**src/rtl/ffrp_pkg.sv**
```systemverilog
// ----------------------------------------------------------------------------
// ffrp_pkg
// Shared types and constants for the FASTQ/FASTA record parser.
// ----------------------------------------------------------------------------
package ffrp_pkg;

	typedef enum logic [2:0] {
		KIND_NAME    = 3'd0,
		KIND_COMMENT = 3'd1,
		KIND_SEQ     = 3'd2,
		KIND_QUAL    = 3'd3,
		KIND_DONE    = 3'd4,
		KIND_BAD     = 3'd5,
		KIND_END     = 3'd6
	} kind_t;

	localparam logic [7:0] CH_GT   = 8'h3E;
	localparam logic [7:0] CH_AT   = 8'h40;
	localparam logic [7:0] CH_PLUS = 8'h2B;
	localparam logic [7:0] CH_CR   = 8'h0D;
	localparam logic [7:0] CH_LF   = 8'h0A;
	localparam logic [7:0] CH_SP   = 8'h20;
	localparam logic [7:0] CH_TAB  = 8'h09;

	localparam int MAX_RES = 3;
	localparam int QDEPTH  = 4;

	typedef struct packed {
		kind_t       kind;
		logic [7:0]  out_byte;
		logic [31:0] record_length;
	} result_t;

	// all results caused by one input byte
	typedef struct packed {
		logic [1:0]                cnt;
		result_t [MAX_RES-1:0]     res;
	} bundle_t;

	function automatic bundle_t push_result(bundle_t b, kind_t k, logic [7:0] c,
			logic [31:0] len);
		bundle_t r;
		r = b;
		if (b.cnt != 2'(MAX_RES)) begin
			r.res[b.cnt].kind          = k;
			r.res[b.cnt].out_byte      = c;
			r.res[b.cnt].record_length = len;
			r.cnt                      = b.cnt + 2'd1;
		end
		return r;
	endfunction

endpackage

```
**src/rtl/ffrp_if.sv**
```systemverilog
// ----------------------------------------------------------------------------
// ffrp_if
// Valid/ready channels for input bytes and tagged results.
// ----------------------------------------------------------------------------
interface ffrp_in_if;
	logic       valid;
	logic       ready;
	logic       cmd;
	logic [7:0] data_byte;

	modport source (output valid, output cmd, output data_byte, input ready);
	modport sink (input valid, input cmd, input data_byte, output ready);
endinterface

interface ffrp_out_if;
	logic        valid;
	logic        ready;
	logic [2:0]  kind;
	logic [7:0]  out_byte;
	logic [31:0] record_length;
	logic        last_of_run;

	modport source (output valid, output kind, output out_byte, output record_length,
		output last_of_run, input ready);
	modport sink (input valid, input kind, input out_byte, input record_length,
		input last_of_run, output ready);
endinterface

```
**src/rtl/ffrp_front.sv**
```systemverilog
// ----------------------------------------------------------------------------
// ffrp_front
// Parser state machine: classifies each byte and builds its result bundle.
// ----------------------------------------------------------------------------
module ffrp_front import ffrp_pkg::*; #(
	parameter int LEN_BITS = 32
) (
	input  logic    clk,
	input  logic    arst_n,
	ffrp_in_if.sink bytes,
	input  logic    full,
	output logic    push,
	output bundle_t push_data
);

	localparam int EXT_BITS = (LEN_BITS > 32) ? LEN_BITS : 32;

	typedef enum logic [6:0] {
		PH_SEEK      = 7'b0000001,
		PH_NAME      = 7'b0000010,
		PH_COMMENT   = 7'b0000100,
		PH_SEQ_START = 7'b0001000,
		PH_SEQ_LINE  = 7'b0010000,
		PH_PLUS      = 7'b0100000,
		PH_QUAL      = 7'b1000000
	} phase_t;

	typedef struct packed {
		phase_t              phase;
		logic                held_cr;
		logic                has_content;
		logic [LEN_BITS-1:0] seq_cnt;
		logic [LEN_BITS-1:0] qual_cnt;
		logic                err;
	} pstate_t;

	typedef struct packed {
		pstate_t s;
		bundle_t b;
	} work_t;

	pstate_t st_q;
	work_t   w;
	logic    take;

	function automatic logic [LEN_BITS-1:0] sat_inc(logic [LEN_BITS-1:0] v);
		return (&v) ? v : v + LEN_BITS'(1);
	endfunction

	function automatic logic [31:0] len32(logic [LEN_BITS-1:0] v);
		logic [EXT_BITS-1:0] e;
		e = EXT_BITS'(v);
		return (e > EXT_BITS'(32'hFFFF_FFFF)) ? 32'hFFFF_FFFF : e[31:0];
	endfunction

	function automatic logic is_ws(logic [7:0] c);
		return c inside {CH_SP, [CH_TAB:CH_CR]};
	endfunction

	function automatic work_t emit_field(work_t x, kind_t k, logic [7:0] c);
		work_t r;
		r = x;
		if (k == KIND_SEQ) r.s.seq_cnt = sat_inc(x.s.seq_cnt);
		if (k == KIND_QUAL) r.s.qual_cnt = sat_inc(x.s.qual_cnt);
		r.b = push_result(x.b, k, c, 32'd0);
		return r;
	endfunction

	function automatic work_t line_byte(work_t x, kind_t k, logic [7:0] c);
		work_t r;
		r = x;
		if (r.s.held_cr) begin
			r = emit_field(r, k, CH_CR);
			r.s.has_content = 1'b1;
		end
		if (c == CH_CR) begin
			r.s.held_cr = 1'b1;
		end else begin
			r.s.held_cr = 1'b0;
			r = emit_field(r, k, c);
			r.s.has_content = 1'b1;
		end
		return r;
	endfunction

	function automatic work_t line_end(work_t x, kind_t k);
		work_t r;
		r = x;
		if (r.s.held_cr && !r.s.has_content) r = emit_field(r, k, CH_CR);
		r.s.held_cr     = 1'b0;
		r.s.has_content = 1'b0;
		return r;
	endfunction

	function automatic work_t clear_record(work_t x);
		work_t r;
		r = x;
		r.s.seq_cnt     = '0;
		r.s.qual_cnt    = '0;
		r.s.held_cr     = 1'b0;
		r.s.has_content = 1'b0;
		return r;
	endfunction

	function automatic work_t record_done(work_t x);
		work_t r;
		r = x;
		r.b = push_result(x.b, KIND_DONE, 8'd0, len32(x.s.seq_cnt));
		return r;
	endfunction

	function automatic work_t malformed(work_t x);
		work_t r;
		r = x;
		r.b = push_result(x.b, KIND_BAD, 8'd0, 32'd0);
		r.s.err = 1'b1;
		return r;
	endfunction

	function automatic work_t quality_check(work_t x, logic eos);
		work_t r;
		r = x;
		if (r.s.qual_cnt == r.s.seq_cnt) begin
			r = record_done(r);
			if (eos) r.b = push_result(r.b, KIND_END, 8'd0, 32'd0);
			r = clear_record(r);
			r.s.phase = PH_SEEK;
		end else begin
			r = malformed(r);
		end
		return r;
	endfunction

	always_comb begin
		logic       fin;
		logic [7:0] c;
		fin    = 1'b1;
		c      = bytes.data_byte;
		w.s    = st_q;
		w.b    = '0;
		if (!st_q.err) begin
			if (bytes.cmd) begin
				case (st_q.phase)
					PH_NAME, PH_SEQ_START: begin
						w = record_done(w);
					end
					PH_COMMENT: begin
						w = line_end(w, KIND_COMMENT);
						w = record_done(w);
					end
					PH_SEQ_LINE: begin
						w = line_end(w, KIND_SEQ);
						w = record_done(w);
					end
					PH_PLUS: begin
						w   = malformed(w);
						fin = 1'b0;
					end
					PH_QUAL: begin
						w   = line_end(w, KIND_QUAL);
						w   = quality_check(w, 1'b1);
						fin = 1'b0;
					end
					default: ;
				endcase
				if (fin) begin
					w.b       = push_result(w.b, KIND_END, 8'd0, 32'd0);
					w         = clear_record(w);
					w.s.phase = PH_SEEK;
				end
			end else begin
				case (st_q.phase)
					PH_NAME: begin
						if (c == CH_LF) w.s.phase = PH_SEQ_START;
						else if (is_ws(c)) w.s.phase = PH_COMMENT;
						else w = emit_field(w, KIND_NAME, c);
					end
					PH_COMMENT: begin
						if (c == CH_LF) begin
							w         = line_end(w, KIND_COMMENT);
							w.s.phase = PH_SEQ_START;
						end else begin
							w = line_byte(w, KIND_COMMENT, c);
						end
					end
					PH_SEQ_START: begin
						if (c inside {CH_GT, CH_AT}) begin
							w         = record_done(w);
							w         = clear_record(w);
							w.s.phase = PH_NAME;
						end else if (c == CH_PLUS) begin
							w.s.phase = PH_PLUS;
						end else if (c != CH_LF) begin
							w.s.phase = PH_SEQ_LINE;
							w         = line_byte(w, KIND_SEQ, c);
						end
					end
					PH_SEQ_LINE: begin
						if (c == CH_LF) begin
							w         = line_end(w, KIND_SEQ);
							w.s.phase = PH_SEQ_START;
						end else begin
							w = line_byte(w, KIND_SEQ, c);
						end
					end
					PH_PLUS: begin
						if (c == CH_LF) begin
							w.s.held_cr     = 1'b0;
							w.s.has_content = 1'b0;
							w.s.phase       = PH_QUAL;
						end
					end
					PH_QUAL: begin
						if (c == CH_LF) begin
							w = line_end(w, KIND_QUAL);
							if (w.s.qual_cnt >= w.s.seq_cnt) w = quality_check(w, 1'b0);
						end else begin
							w = line_byte(w, KIND_QUAL, c);
						end
					end
					default: begin
						if (c inside {CH_GT, CH_AT}) begin
							w         = clear_record(w);
							w.s.phase = PH_NAME;
						end else begin
							w.s.phase = PH_SEEK;
						end
					end
				endcase
			end
		end
	end

	assign bytes.ready = !full;
	assign take        = bytes.valid && !full;
	assign push        = take && (w.b.cnt != 2'd0);
	assign push_data   = w.b;

	always_ff @(posedge clk or negedge arst_n) begin
		if (!arst_n) begin
			st_q.phase       <= PH_SEEK;
			st_q.held_cr     <= 1'b0;
			st_q.has_content <= 1'b0;
			st_q.seq_cnt     <= '0;
			st_q.qual_cnt    <= '0;
			st_q.err         <= 1'b0;
		end else if (take) begin
			st_q <= w.s;
		end
	end

endmodule

```
**src/rtl/ffrp_queue.sv**
```systemverilog
// ----------------------------------------------------------------------------
// ffrp_queue
// Short FIFO of result bundles between the parser and the output side.
// ----------------------------------------------------------------------------
module ffrp_queue import ffrp_pkg::*; (
	input  logic    clk,
	input  logic    arst_n,
	input  logic    push,
	input  bundle_t push_data,
	input  logic    pop,
	output logic    full,
	output logic    empty,
	output bundle_t head
);

	localparam int PTR_W = $clog2(QDEPTH);

	bundle_t          mem_q [QDEPTH];
	logic [PTR_W-1:0] wr_q;
	logic [PTR_W-1:0] rd_q;
	logic [PTR_W:0]   cnt_q;
	logic             do_push;
	logic             do_pop;

	assign full    = (cnt_q == (PTR_W+1)'(QDEPTH));
	assign empty   = (cnt_q == '0);
	assign do_push = push && !full;
	assign do_pop  = pop && !empty;
	assign head    = mem_q[rd_q];

	always_ff @(posedge clk) begin
		if (do_push) mem_q[wr_q] <= push_data;
	end

	always_ff @(posedge clk or negedge arst_n) begin
		if (!arst_n) begin
			wr_q  <= '0;
			rd_q  <= '0;
			cnt_q <= '0;
		end else begin
			if (do_push) wr_q <= wr_q + PTR_W'(1);
			if (do_pop) rd_q <= rd_q + PTR_W'(1);
			case ({do_push, do_pop})
				2'b10:   cnt_q <= cnt_q + (PTR_W+1)'(1);
				2'b01:   cnt_q <= cnt_q - (PTR_W+1)'(1);
				default: cnt_q <= cnt_q;
			endcase
		end
	end

endmodule

```
**src/rtl/ffrp_back.sv**
```systemverilog
// ----------------------------------------------------------------------------
// ffrp_back
// Walks the head bundle and presents its results one transfer at a time.
// ----------------------------------------------------------------------------
module ffrp_back import ffrp_pkg::*; (
	input  logic        clk,
	input  logic        arst_n,
	input  bundle_t     head,
	input  logic        empty,
	output logic        pop,
	ffrp_out_if.source  results
);

	logic [1:0] idx_q;
	logic       last;
	logic       xfer;
	result_t    cur;

	assign cur                   = head.res[idx_q];
	assign last                  = (idx_q == head.cnt - 2'd1);
	assign results.valid         = !empty;
	assign results.kind          = cur.kind;
	assign results.out_byte      = cur.out_byte;
	assign results.record_length = cur.record_length;
	assign results.last_of_run   = last;
	assign xfer                  = results.valid && results.ready;
	assign pop                   = xfer && last;

	always_ff @(posedge clk or negedge arst_n) begin
		if (!arst_n) begin
			idx_q <= 2'd0;
		end else if (xfer) begin
			idx_q <= last ? 2'd0 : idx_q + 2'd1;
		end
	end

endmodule

```
**src/rtl/fastq_fasta_record_parser.sv**
```systemverilog
// ----------------------------------------------------------------------------
// fastq_fasta_record_parser
// Results are registered in the queue, then offered. Throughput: one byte per
// cycle unless the queue is full; output moves one result per cycle when ready,
// so a byte with k results holds it for k transfers; a 4-entry bundle queue
// lets input run ahead. Reset: arst_n clears parser state and queue.
// ----------------------------------------------------------------------------
module fastq_fasta_record_parser import ffrp_pkg::*; #(
	parameter int LEN_BITS = 32
) (
	input  logic       clk,
	input  logic       arst_n,
	ffrp_in_if.sink    bytes,
	ffrp_out_if.source results
);

	logic    push;
	bundle_t push_data;
	logic    full;
	logic    empty;
	logic    pop;
	bundle_t head;

	ffrp_front #(.LEN_BITS(LEN_BITS)) u_front (
		.clk       (clk),
		.arst_n    (arst_n),
		.bytes     (bytes),
		.full      (full),
		.push      (push),
		.push_data (push_data)
	);

	ffrp_queue u_queue (
		.clk       (clk),
		.arst_n    (arst_n),
		.push      (push),
		.push_data (push_data),
		.pop       (pop),
		.full      (full),
		.empty     (empty),
		.head      (head)
	);

	ffrp_back u_back (
		.clk     (clk),
		.arst_n  (arst_n),
		.head    (head),
		.empty   (empty),
		.pop     (pop),
		.results (results)
	);

endmodule

```
**src/flat_wrapper.sv**
```systemverilog
// flat-port wrapper written by rule: the top's interface ports become plain ports
module fastq_fasta_record_parser_flat import ffrp_pkg::*;
#(
	parameter int LEN_BITS = 32
)
  (clk, arst_n, bytes_valid, bytes_cmd, bytes_data_byte, bytes_ready, results_valid, results_kind, results_out_byte, results_record_length, results_last_of_run, results_ready);
  ffrp_in_if bytes_i ();
  ffrp_out_if results_i ();
  input  logic clk;
  input  logic arst_n;
  input wire logic [$bits(bytes_i.valid)-1:0] bytes_valid;
  input wire logic [$bits(bytes_i.cmd)-1:0] bytes_cmd;
  input wire logic [$bits(bytes_i.data_byte)-1:0] bytes_data_byte;
  output wire logic [$bits(bytes_i.ready)-1:0] bytes_ready;
  output wire logic [$bits(results_i.valid)-1:0] results_valid;
  output wire logic [$bits(results_i.kind)-1:0] results_kind;
  output wire logic [$bits(results_i.out_byte)-1:0] results_out_byte;
  output wire logic [$bits(results_i.record_length)-1:0] results_record_length;
  output wire logic [$bits(results_i.last_of_run)-1:0] results_last_of_run;
  input wire logic [$bits(results_i.ready)-1:0] results_ready;
  assign bytes_i.valid = bytes_valid;
  assign bytes_i.cmd = bytes_cmd;
  assign bytes_i.data_byte = bytes_data_byte;
  assign bytes_ready = bytes_i.ready;
  assign results_valid = results_i.valid;
  assign results_kind = results_i.kind;
  assign results_out_byte = results_i.out_byte;
  assign results_record_length = results_i.record_length;
  assign results_last_of_run = results_i.last_of_run;
  assign results_i.ready = results_ready;
  fastq_fasta_record_parser #(.LEN_BITS(LEN_BITS)) u_core (.clk(clk), .arst_n(arst_n), .bytes(bytes_i), .results(results_i));
endmodule
```
**config.mk**
```make
export PLATFORM = sky130hd
export DESIGN_NAME = fastq_fasta_record_parser_flat
export DESIGN_NICKNAME = d
export VERILOG_FILES = /design/src/rtl/ffrp_pkg.sv /design/src/rtl/ffrp_if.sv /design/src/rtl/ffrp_front.sv /design/src/rtl/ffrp_queue.sv /design/src/rtl/ffrp_back.sv /design/src/rtl/fastq_fasta_record_parser.sv /design/src/flat_wrapper.sv
export SDC_FILE = /design/constraint.sdc
export NUM_CORES = 1
export LEC_CHECK = 0
export BUFFER_PORTS_ARGS = -buffer_cell sky130_fd_sc_hd__buf_2
export CAP_MARGIN = 10
export CORE_MARGIN = 8
export CORE_UTILIZATION = 55
export DETAILED_ROUTE_END_ITERATION = 12
export PLACE_DENSITY = 0.71
export SETUP_SLACK_MARGIN = 0.1
export SLEW_MARGIN = 40
export SYNTH_ARGS = -nofsm -noshare
export SYNTH_HDL_FRONTEND = slang
export SYNTH_HIERARCHICAL = 1
export SYNTH_SLANG_ARGS = --single-unit
```
**constraint.sdc**
```tcl
create_clock -name clk -period 14.05 [get_ports clk]
set_clock_uncertainty 0.05 [all_clocks]
set_input_delay 2.81 -clock clk [delete_from_list [all_inputs] [get_ports clk]]
set_output_delay 2.81 -clock clk [all_outputs]
set_load 0.005 [all_outputs]
```
## After elaboration in Yosys (flattened, before gate mapping)

Memory sizes are Yosys's and may differ from the RTL's.
Index checks and enable logic that the tools add are counted.

| cells by class | value |
|---|---|
| add/subtract/negate cells | 21 |
| $lt $le $gt $ge | 29 |
| equal/unequal tests | 50 |
| muxes and demuxes | 199 |
| bitwise gates (word level) | 1 |
| reductions and logical operators | 39 |

Operators with widths:

| cell | count |
|---|---|
| two-way mux 205 bit | 25 |
| bitwise mux 129 bit | 36 |
| two-way mux 197 bit | 19 |
| demux 43 bit (select 2 bit) | 30 |
| two-way mux 131 bit | 16 |
| two-way mux 196 bit | 7 |
| one-hot mux 196 bit (6 select lines) | 1 |
| one-hot mux 205 bit (5 select lines) | 1 |
| two-way mux 32 bit | 20 |
| two-way mux 198 bit | 3 |
| two-way mux 43 bit | 11 |
| two-way mux 40 bit | 10 |
| two-way mux 130 bit | 3 |
| two-way mux 164 bit | 1 |
| adder 32 x 1 -> 32 bit, second input constant | 5 |
| greater-than comparator 32 bit, second input constant | 5 |
| AND reduction 32 bit | 5 |
| two-way mux 132 bit | 1 |
| binary-select mux 43 bit (select 2 bit) | 1 |
| == test 32 bit | 2 |
| one-hot mux 9 bit (6 select lines) | 1 |
| != test 4 bit, second input constant | 10 |
| less-than comparator 2 x 3 -> 1 bit, second input constant | 11 |
| greater-or-equal comparator 32 bit | 1 |
| 43 further kinds | 114 |

| storage, ports and cells | value |
|---|---|
| bits in registers | 83 |
| bits in writable memories | 524 |
| memories | 1 |

Memory list:

| name | words | width | read ports | clocked after memory_dff | wr ports | line | text |
|---|---|---|---|---|---|---|---|
| u_core.u_queue.mem_q | 4 | 131 | 1 | 0 | 1 | ffrp_queue.sv:18 | `bundle_t mem_q [QDEPTH];` |

## Depth between registers and ports, before layout

Gate-level depths: netlist (run 1).

| depth | value |
|---|---|
| depth after elaboration | 46 |
| depth in mapped cells | 38 |

## Modules after synthesis

Netlist (run 1), hierarchy kept.

By module, submodules not included:

| module | times used | cells each | area an instance (µm²) | seq. area each (µm²) |
|---|---|---|---|---|
| ffrp_queue | 1 | 724 | 19306.0 | 15910.3 |
| ffrp_front | 1 | 1814 | 12469.5 | 1853.0 |
| ffrp_back | 1 | 162 | 1052.3 | 50.0 |

## Worst setup path before layout (run 1)

No wires, ideal clock.

| timing path | value |
|---|---|
| kind | register to register |
| start | register u_core/u_front/st_q[2] in the netlist's numbering |
| end | memory u_core/u_queue/mem_q[0][0] in the netlist's numbering, enable pin |
| arrival | 7928 ps |
| data required time | 13494 ps |
| path slack | 5566 ps |
| cell stages (with the launch flop) | 31 |
| buffers on the path | 2 |
| period minus slack after synthesis | 8484 ps |
| cell sequence | dfrtp_1 -> ha_1 -> buf_4 -> nand3_2 -> nor4_4 -> a31oi_1 -> clkbuf_1 -> nand2_1 -> nand2_1 -> ha_1 -> nor2b_1 -> o21a_1 -> o21a_1 -> o21a_1 -> o21a_1 -> o21a_1 -> o21a_1 -> o21ai_0 -> nand2_1 -> a21o_1 -> nand2b_1 -> ha_1 -> a21oi_1 -> o22ai_1 -> o211ai_1 -> nand2_1 -> nand2_1 -> nor2_1 -> nor2_1 -> nor2b_1 -> and2_1 |

RTL lines:

| what | line | text |
|---|---|---|
| from (decl) | ffrp_front.sv:42 | `pstate_t st_q;` |
| from (signal assigned) | ffrp_front.sv:248 | `st_q <= w.s;` |
| to (decl) | ffrp_queue.sv:18 |  |

==> results of run 1 <==
==> final cells by class <==
cell class | instances | area [sq um]
well taps | 773 | 967.2
fillers | 4587 | 24110
flip-flops and latches | 607 | 17820
clock buffers | 73 | 1572
clock inverters | 42 | 506.7
repair buffers | 101 | 668.1
inverters | 62 | 232.7
multi-input cells | 1754 | 13140
==> cell usage after synthesis, types with 8 or more instances <==
library cell / number / area (sq um)
and3_1: 24 / 150.1
o21ai_0: 179 / 895.9
a21o_1: 15 / 112.6
inv_1: 60 / 225.2
a221oi_1: 8 / 70.07
ha_1: 51 / 638.1
nand3_1: 87 / 435.4
o21a_1: 12 / 90.09
nor4_1: 29 / 181.4
nor2_1: 147 / 551.8
mux4_2: 131 / 2950
nor2b_1: 9 / 56.30
a21oi_1: 134 / 670.6
dfrtp_1: 82 / 2052
buf_6: 16 / 180.2
buf_2: 51 / 255.2
clkbuf_1: 103 / 386.6
or3_1: 18 / 112.6
a22oi_1: 21 / 157.7
nand2b_1: 15 / 93.84
o31ai_1: 36 / 270.3
mux2i_1: 51 / 510.5
nor3_1: 73 / 365.4
and2_1: 62 / 387.9
a31oi_1: 22 / 137.6
xor2_1: 42 / 367.9
o21ai_1: 18 / 90.09
xnor2_1: 105 / 919.6
and4_1: 13 / 113.9
o211ai_1: 15 / 112.6
a211oi_1: 11 / 82.58
buf_4: 141 / 1059
edfxtp_1: 524 / 15740
nand4_1: 39 / 244.0
nor3b_1: 8 / 60.06
nand2_1: 215 / 807.0
==> cell families after synthesis <==
group           after synthesis  synth area share
other cells                   1         0.0001142
compound gates              531           0.09944
mux                         186            0.1068
fa+ha+maj                    52           0.02005
simple gates                797            0.1267
xor+xnor                    147           0.03922
buf+inv                     379           0.06506
flops                       607            0.5426
==> power groups by stage <==
stage | sequential, W | combinational [W] | clock [W]
2_1_floorplan | 0.00227 | 0.00111 | 0
3_3_place_gp | 0.00232 | 0.00145 | 0
5_1_grt | 0.00230 | 0.00161 | 0.00177
3_5_place_dp | 0.00234 | 0.00147 | 0
4_1_cts | 0.00230 | 0.00148 | 0.00171
6_report | 0.00228 | 0.00148 | 0.00168
==> routing by layer <==
metal	vias to the layer above	share of wire	global-route usage
met5	-	0	0
met4	0	0.030	0.07879
met3	178	0.076	0.03322
met2	1110	0.49	0.4090
met1	11060	0.41	0.3456
li1	9826	-	-
==> registers in the layout, summed over array words and instances (netlist names) <==
| signal | flops |
|---|---|
| u_core/u_queue/rd_q | 2 |
| u_core/u_queue/mem_q | 524 |
| u_core/u_front/st_q | 74 |
| u_core/u_queue/wr_q | 2 |
| u_core/u_queue/cnt_q | 3 |
| u_core/u_back/idx_q | 2 |
==> through the flow <==
step / total power, W / std cells / util / cell area [sq um] / hold slack (ns)
2_1_floorplan: 0.003377 / 2740 / - / 32980 / 0.3991
3_3_place_gp: 0.003768 / 3295 / 0.5547 / 32740 / 0.4178
3_5_place_dp: 0.003805 / 3296 / 0.5557 / 32800 / 0.4512
4_1_cts: 0.005496 / 3411 / 0.5909 / 34870 / 0.4771
5_1_grt: 0.005679 / 3412 / 0.5915 / 34910 / 0.4957
6_report: 0.005440 / 3412 / 0.5915 / 34910 / 0.4721
==> critical path, delay by kind of cell (launching register included) <==
kind / cells / cell delay (ns)
adders and majority gates: 2 / 0.53
AOI/OAI and AO/OA: 11 / 1.91
buffers and inverters: 2 / 1.31
DFF: 1 / 0.56
and+or+nand+nor: 15 / 4.18
==> final timing paths <==
check / to / slack [ns] / depth (start not counted)
worst min-delay path: u_core/u_front/st_q[67]$_DFFE_PN1P_ / 0.47 / 2
max in group asynchronous: u_core/u_queue/rd_q[1]$_DFFE_PN0P_ / 10.89 / 2
worst min register to register: u_core/u_front/st_q[67]$_DFFE_PN1P_ / 0.47 / 2
worst max register to register: u_core/u_queue/mem_q[3][52]$_DFFE_PP_ / 5.03 / 30
worst max-delay path: u_core/u_queue/mem_q[3][52]$_DFFE_PP_ / 5.03 / 30
min in group asynchronous: u_core/u_front/st_q[29]$_DFFE_PN0P_ / 2.08 / 1
==> cells in the final DEF (no fill, tap or decap), types with 51 or more instances in the layout <==
cell,instances
dfrtp_1,79
xnor2_1,105
ha_1,51
o21ai_0,179
mux4_2,131
nor2_1,145
inv_1,60
clkbuf_16,61
mux2i_1,51
and2_1,58
edfxtp_1,524
buf_2,57
nand2_1,214
nor3_1,69
nand3_1,87
a21oi_1,134
==> results.cfg, run 1 <==
[die]
core_sq_mm = 0.05902
ios = 59
fp-row-count = 89
die_w_microns = 260.3
start_util = 0.5562
dieArea_sq_mm = 0.06776
die_h_microns = 260.3

[setup_path]
worstPathArrival_ns = 9.21
cp_max_fo = 45
worstSetupPathType = register to register
reg2reg_from = u_core/u_front/st_q[5]$_DFFE_PN0P_
startpoint_type = register
critPathSlowestCell = nor4_4
endpoint_kind = register
critPathMaxStageDelay_ns = 0.74
cp.required_ns = 14.24
crit_start = u_core/u_front/st_q[5]$_DFFE_PN0P_

[power_and_ir_drop]
intPower_w = 0.003831
ir_drop_mv = 0.1301
pwr-share-comb = 0.272
clkPwrFrac = 0.308
p_leak_nw = 11.42
p_sw_frac = 0.2957
switching_power_w = 0.001609
p_per_area_mw_per_mm2 = 155.8
p_seq_frac = 0.419

[final_layout]
syn_to_final_growth_pct = 6.338
antenna_cells = 0
nets = 2652
drive_above_1_share = 0.1482

[sta]
finalCritPeriodShare = 0.6420
fin_setup_tns_ns = 0
timing.final.ws_setup_ns = 5.029
min_period_ns = 9.021
finalSetupViolCount = 0
drv_slew = 0
worst_slew_pin_slew_ns = 0.9618
max_freq_mhz = 110.9
grt_setup_unrepaired = false
finalHoldViolCount = 0
slew_headroom = 0.3565

[clocking]
cts_tree = built
htree_levels = 2
root_buffer = clkbuf_16
cts.reportedPaths.clkPinSlew_ns = 0.06
clock-sinks = 607
cts_setup_buffers = 0
numCtsBuffers = 61
postCtsHoldBufs = 0
clockBufferDepth = 3
post_cts_resized = 0
worst_skew_pair.late_latency_ns = 0.64

[routing]
first_pass_iters = 8
drt_iter0_markers = 2591
num_vias = 22170
via_per_inst = 6.498
drc_errors = 0
routedWlPerCell_microns = 25.18
totalWireLength_microns = 85930
ant_nets = 0

[logic_synthesis]
synth-main-ff-cell = edfxtp_1
postSynth.asyncResetShare = 0.1367
synthCells = 2700
synth_cell_types = 95
ys_seq_area_frac = 0.5426
synth_edf_count = 524
synth_area_sq_mm = 0.03283
ys_seq_elements = 607
synth_area_per_cell_sq_um = 12.16
yosys_warnings = 6

[global_routing]
grt_pass1_vias = 21650
grtUsageTotal = 0.2495
grt_max_degree = 68
grt_pass1_wl_microns = 131300
grt_overflow_total = 0
antenna_found_initial = 0

[min_path]
min_path_type = register to register
hp-start = u_core/u_front/st_q[67]$_DFFE_PN1P_

[flow_run]
cap_violations = 0

[placed_design]
routabilityCongestion = 0.9824
port_buffers = 58
pre_cts_slack_ns = 5.164
dp_hpwl_microns = 57020

[run_status]
outcome = complete, no violations
Note: power is estimated with default switching activity, not from simulation.
==> run 2, diff against run 1 <==
ABC_AREA = 1   (was not set)
PLACE_DENSITY = 0.74   (was 0.71)
clock period = 8.2 ns   (was 14.05 ns; I/O delays follow)
==> run 2 against run 1 <==
- synthesized cell count grew 63%
- final area grew 12%
- clock power grew 76%
- routed wire length grew 23%
- first-iteration DRC count grew 42%
- critical path depth shrank 3
==> results.cfg, run 2 <==
[sta]
finalSetupViolCount = 0
slew_headroom = 0.3989
drv_slew = 0
timing.final.ws_setup_ns = 1.017
grt_setup_unrepaired = false
min_period_ns = 7.183
max_freq_mhz = 139.2
worst_slew_pin_slew_ns = 0.8948
finalHoldViolCount = 0
finalCritPeriodShare = 0.8760

[routing]
num_vias = 30240
totalWireLength_microns = 105300
drt_iter0_markers = 3677
drc_errors = 0
first_pass_iters = 6
routedWlPerCell_microns = 20.30
via_per_inst = 5.830
ant_nets = 0

[final_layout]
final_cells = 5187
final_common_cell = nand2_1
antenna_cells = 0
syn_to_final_growth_pct = 5.357
largest_reg_flops = 524
final_util = 0.5847
nets = 4328
top_regs = u_core/u_queue/mem_q (524), u_core/u_front/st_q (74), u_core/u_queue/cnt_q (3)
drive_above_1_share = 0.1094
final_cell_mix = 1300 x nand2_1, 524 x edfxtp_1, 492 x inv_1
fin_area_sq_mm = 0.03920
largest_register = u_core/u_queue/mem_q

[logic_synthesis]
synth_top_area_share = 0.4230
synth.area.top_cells = edfxtp_1 42%, nand2_1 13%, dfrtp_1 5.5%
ys_seq_elements = 607
synth_edf_count = 524
synth_cell_types = 64
ys_seq_area_frac = 0.4788
yosys_warnings = 6
yosysMostFrequentCell = nand2_1
synth_area_leader_cell = edfxtp_1
synthCells = 4413
synth_area_sq_mm = 0.03720
synthTopCellsByCount = 1300 x nand2_1, 524 x edfxtp_1, 498 x inv_1
synth_area_per_cell_sq_um = 8.430
synth-main-ff-cell = edfxtp_1
postSynth.asyncResetShare = 0.1367

[setup_path]
crit_cells = 27
critPathMaxStageDelay_ns = 0.57
cp_max_fo = 90
crit_family = simple AND/OR/NAND/NOR gates
startpoint_type = register
path_buf_inv = 3
rr_worst_depth = 27
endpoint_kind = register
crit_path_frequent_cell = nand2_1
worstSetupPathType = register to register
cp.required_ns = 8.40
worstPathArrival_ns = 7.39
critPathSlowestCell = nor4_1

[placed_design]
placed_area_sq_mm = 0.03701
port_buffers = 58
dp_hpwl_microns = 71060
routabilityCongestion = 1.018
pre_cts_slack_ns = 1.112
dp.cells = 5074

[power_and_ir_drop]
p_leak_nw = 16.70
intPower_w = 0.005066
clkPwrFrac = 0.467
finalPower_w = 0.006312
p_seq_frac = 0.527
pwr-share-comb = 0.006
ir_drop_mv = 0.1623
switching_power_w = 0.001246
p_per_area_mw_per_mm2 = 161.0
p_sw_frac = 0.1974

[clocking]
cts_tree = built
post_cts_resized = 0
cts.reportedPaths.clkPinSlew_ns = 0.07
root_buffer = clkbuf_16
numCtsBuffers = 60
cts_setup_buffers = 0
clockBufferDepth = 3
postCtsHoldBufs = 0
htree_levels = 2
worst_skew_pair.late_latency_ns = 0.65
clock-sinks = 607

[flow_run]
cap_violations = 0

[global_routing]
antenna_found_initial = 1
grtUsageTotal = 0.2655
grt_pass1_vias = 28150
grt_max_degree = 155
grt_overflow_total = 0
grt_pass1_wl_microns = 162700

[min_path]
min_path_type = register to register
worstHoldPathCells = 2

[die]
die_h_microns = 276.1
ios = 59
fp-row-count = 95
core_sq_mm = 0.06704
die_w_microns = 276.1
start_util = 0.5549
dieArea_sq_mm = 0.07622

[run_status]
outcome = complete, no violations
==> run 2: cell types whose count changed after synthesis, moves of 131 or more <==
cell,change
inv_1,+438
nand3_1,+164
nand2_1,+1085
nor2_1,+236
o211ai_1,+208
mux4_2,-131
==> run 2: logic make-up (layout without fill, tap and decap cells) <==
logic type / count (synthesis) / after routing / share of synthesized area
flip-flops: 607 / 607 / 0.4788
AND/OR/NAND/NOR: 2163 / 2163 / 0.2500
AO/OA/AOI/OAI: 684 / 684 / 0.1318
adder cells (fa/ha/maj): 52 / 52 / 0.01769
other: 1 / 41 / 0.0001008
buffers and inverters: 870 / 731 / 0.1132
XOR/XNOR: 36 / 36 / 0.008475
==> run 2: routing by layer <==
metal	GRT usage	up-vias	part of all wire
met5	0	-	0
met4	0.1071	0	0.040
met3	0.03900	234	0.084
met2	0.4274	1461	0.46
met1	0.3599	14200	0.41
li1	-	14350	-
==> run 2: worst reg2reg max path, stage by stage (launching register included) <==
cell      delay (ns)
dfrtp_1         0.50
ha_1            0.32
inv_1           0.10
nor2_4          0.22
nand2_4         0.13
nor2_8          0.16
nand2_4         0.39
a31oi_1         0.46
ha_1            0.20
nand2_1         0.07
nor2_1          0.18
nand4_1         0.22
nor4_1          0.57
nand3_1         0.43
nand3_1         0.27
ha_1            0.25
nand2_1         0.06
nand2_1         0.07
o221ai_1        0.09
o21ai_0         0.11
nand3_1         0.11
a21oi_1         0.07
inv_1           0.14
nor2_1          0.06
nor2_1          0.17
nand2_1         0.34
nor2_4          0.42
buf_12          0.43
==> run 2: worst paths after layout <==
path                                                     start                                     to  slack [ns]
setup / recovery            u_core/u_front/st_q[1]$_DFFE_PN0P_  u_core/u_queue/mem_q[2][16]$_DFFE_PP_        1.02
hold / removal             u_core/u_queue/cnt_q[2]$_DFFE_PN0P_    u_core/u_queue/cnt_q[2]$_DFFE_PN0P_        0.45
setup reg to reg            u_core/u_front/st_q[1]$_DFFE_PN0P_  u_core/u_queue/mem_q[2][16]$_DFFE_PP_        1.02
hold reg to reg            u_core/u_queue/cnt_q[2]$_DFFE_PN0P_    u_core/u_queue/cnt_q[2]$_DFFE_PN0P_        0.45
max in group asynchronous                               arst_n     u_core/u_queue/rd_q[1]$_DFFE_PN0P_        6.14
min in group asynchronous                               arst_n    u_core/u_front/st_q[53]$_DFFE_PN0P_        0.85
==> run 2: area by class of cell <==
cell class	count	area, sq um
fillers	5844	27840
flip-flops and latches	607	17820
multi-input cells	2976	15450
inverters	515	1958
clock buffers	69	1535
well taps	873	1092
repair buffers	103	740.7
clock inverters	44	600.6
==> run 2: power by group through the flow <==
stage          combinational [W]  sequential [W]  clock [W]
4_1_cts                0.0000372         0.00332    0.00298
6_report               0.0000408         0.00332    0.00295
3_5_place_dp           0.0000371         0.00339          0
3_3_place_gp           0.0000369         0.00339          0
5_1_grt                0.0000454         0.00332    0.00311
2_1_floorplan          0.0000312         0.00339          0
==> run 2: per-stage QoR <==
step                hold WS, ns   TNS, ns
finish                   0.4503         0
floorplan                0.4128  -1005.60
global route             0.4812         0
detailed placement       0.4336         0
CTS                      0.4504         0
global placement         0.4311         0
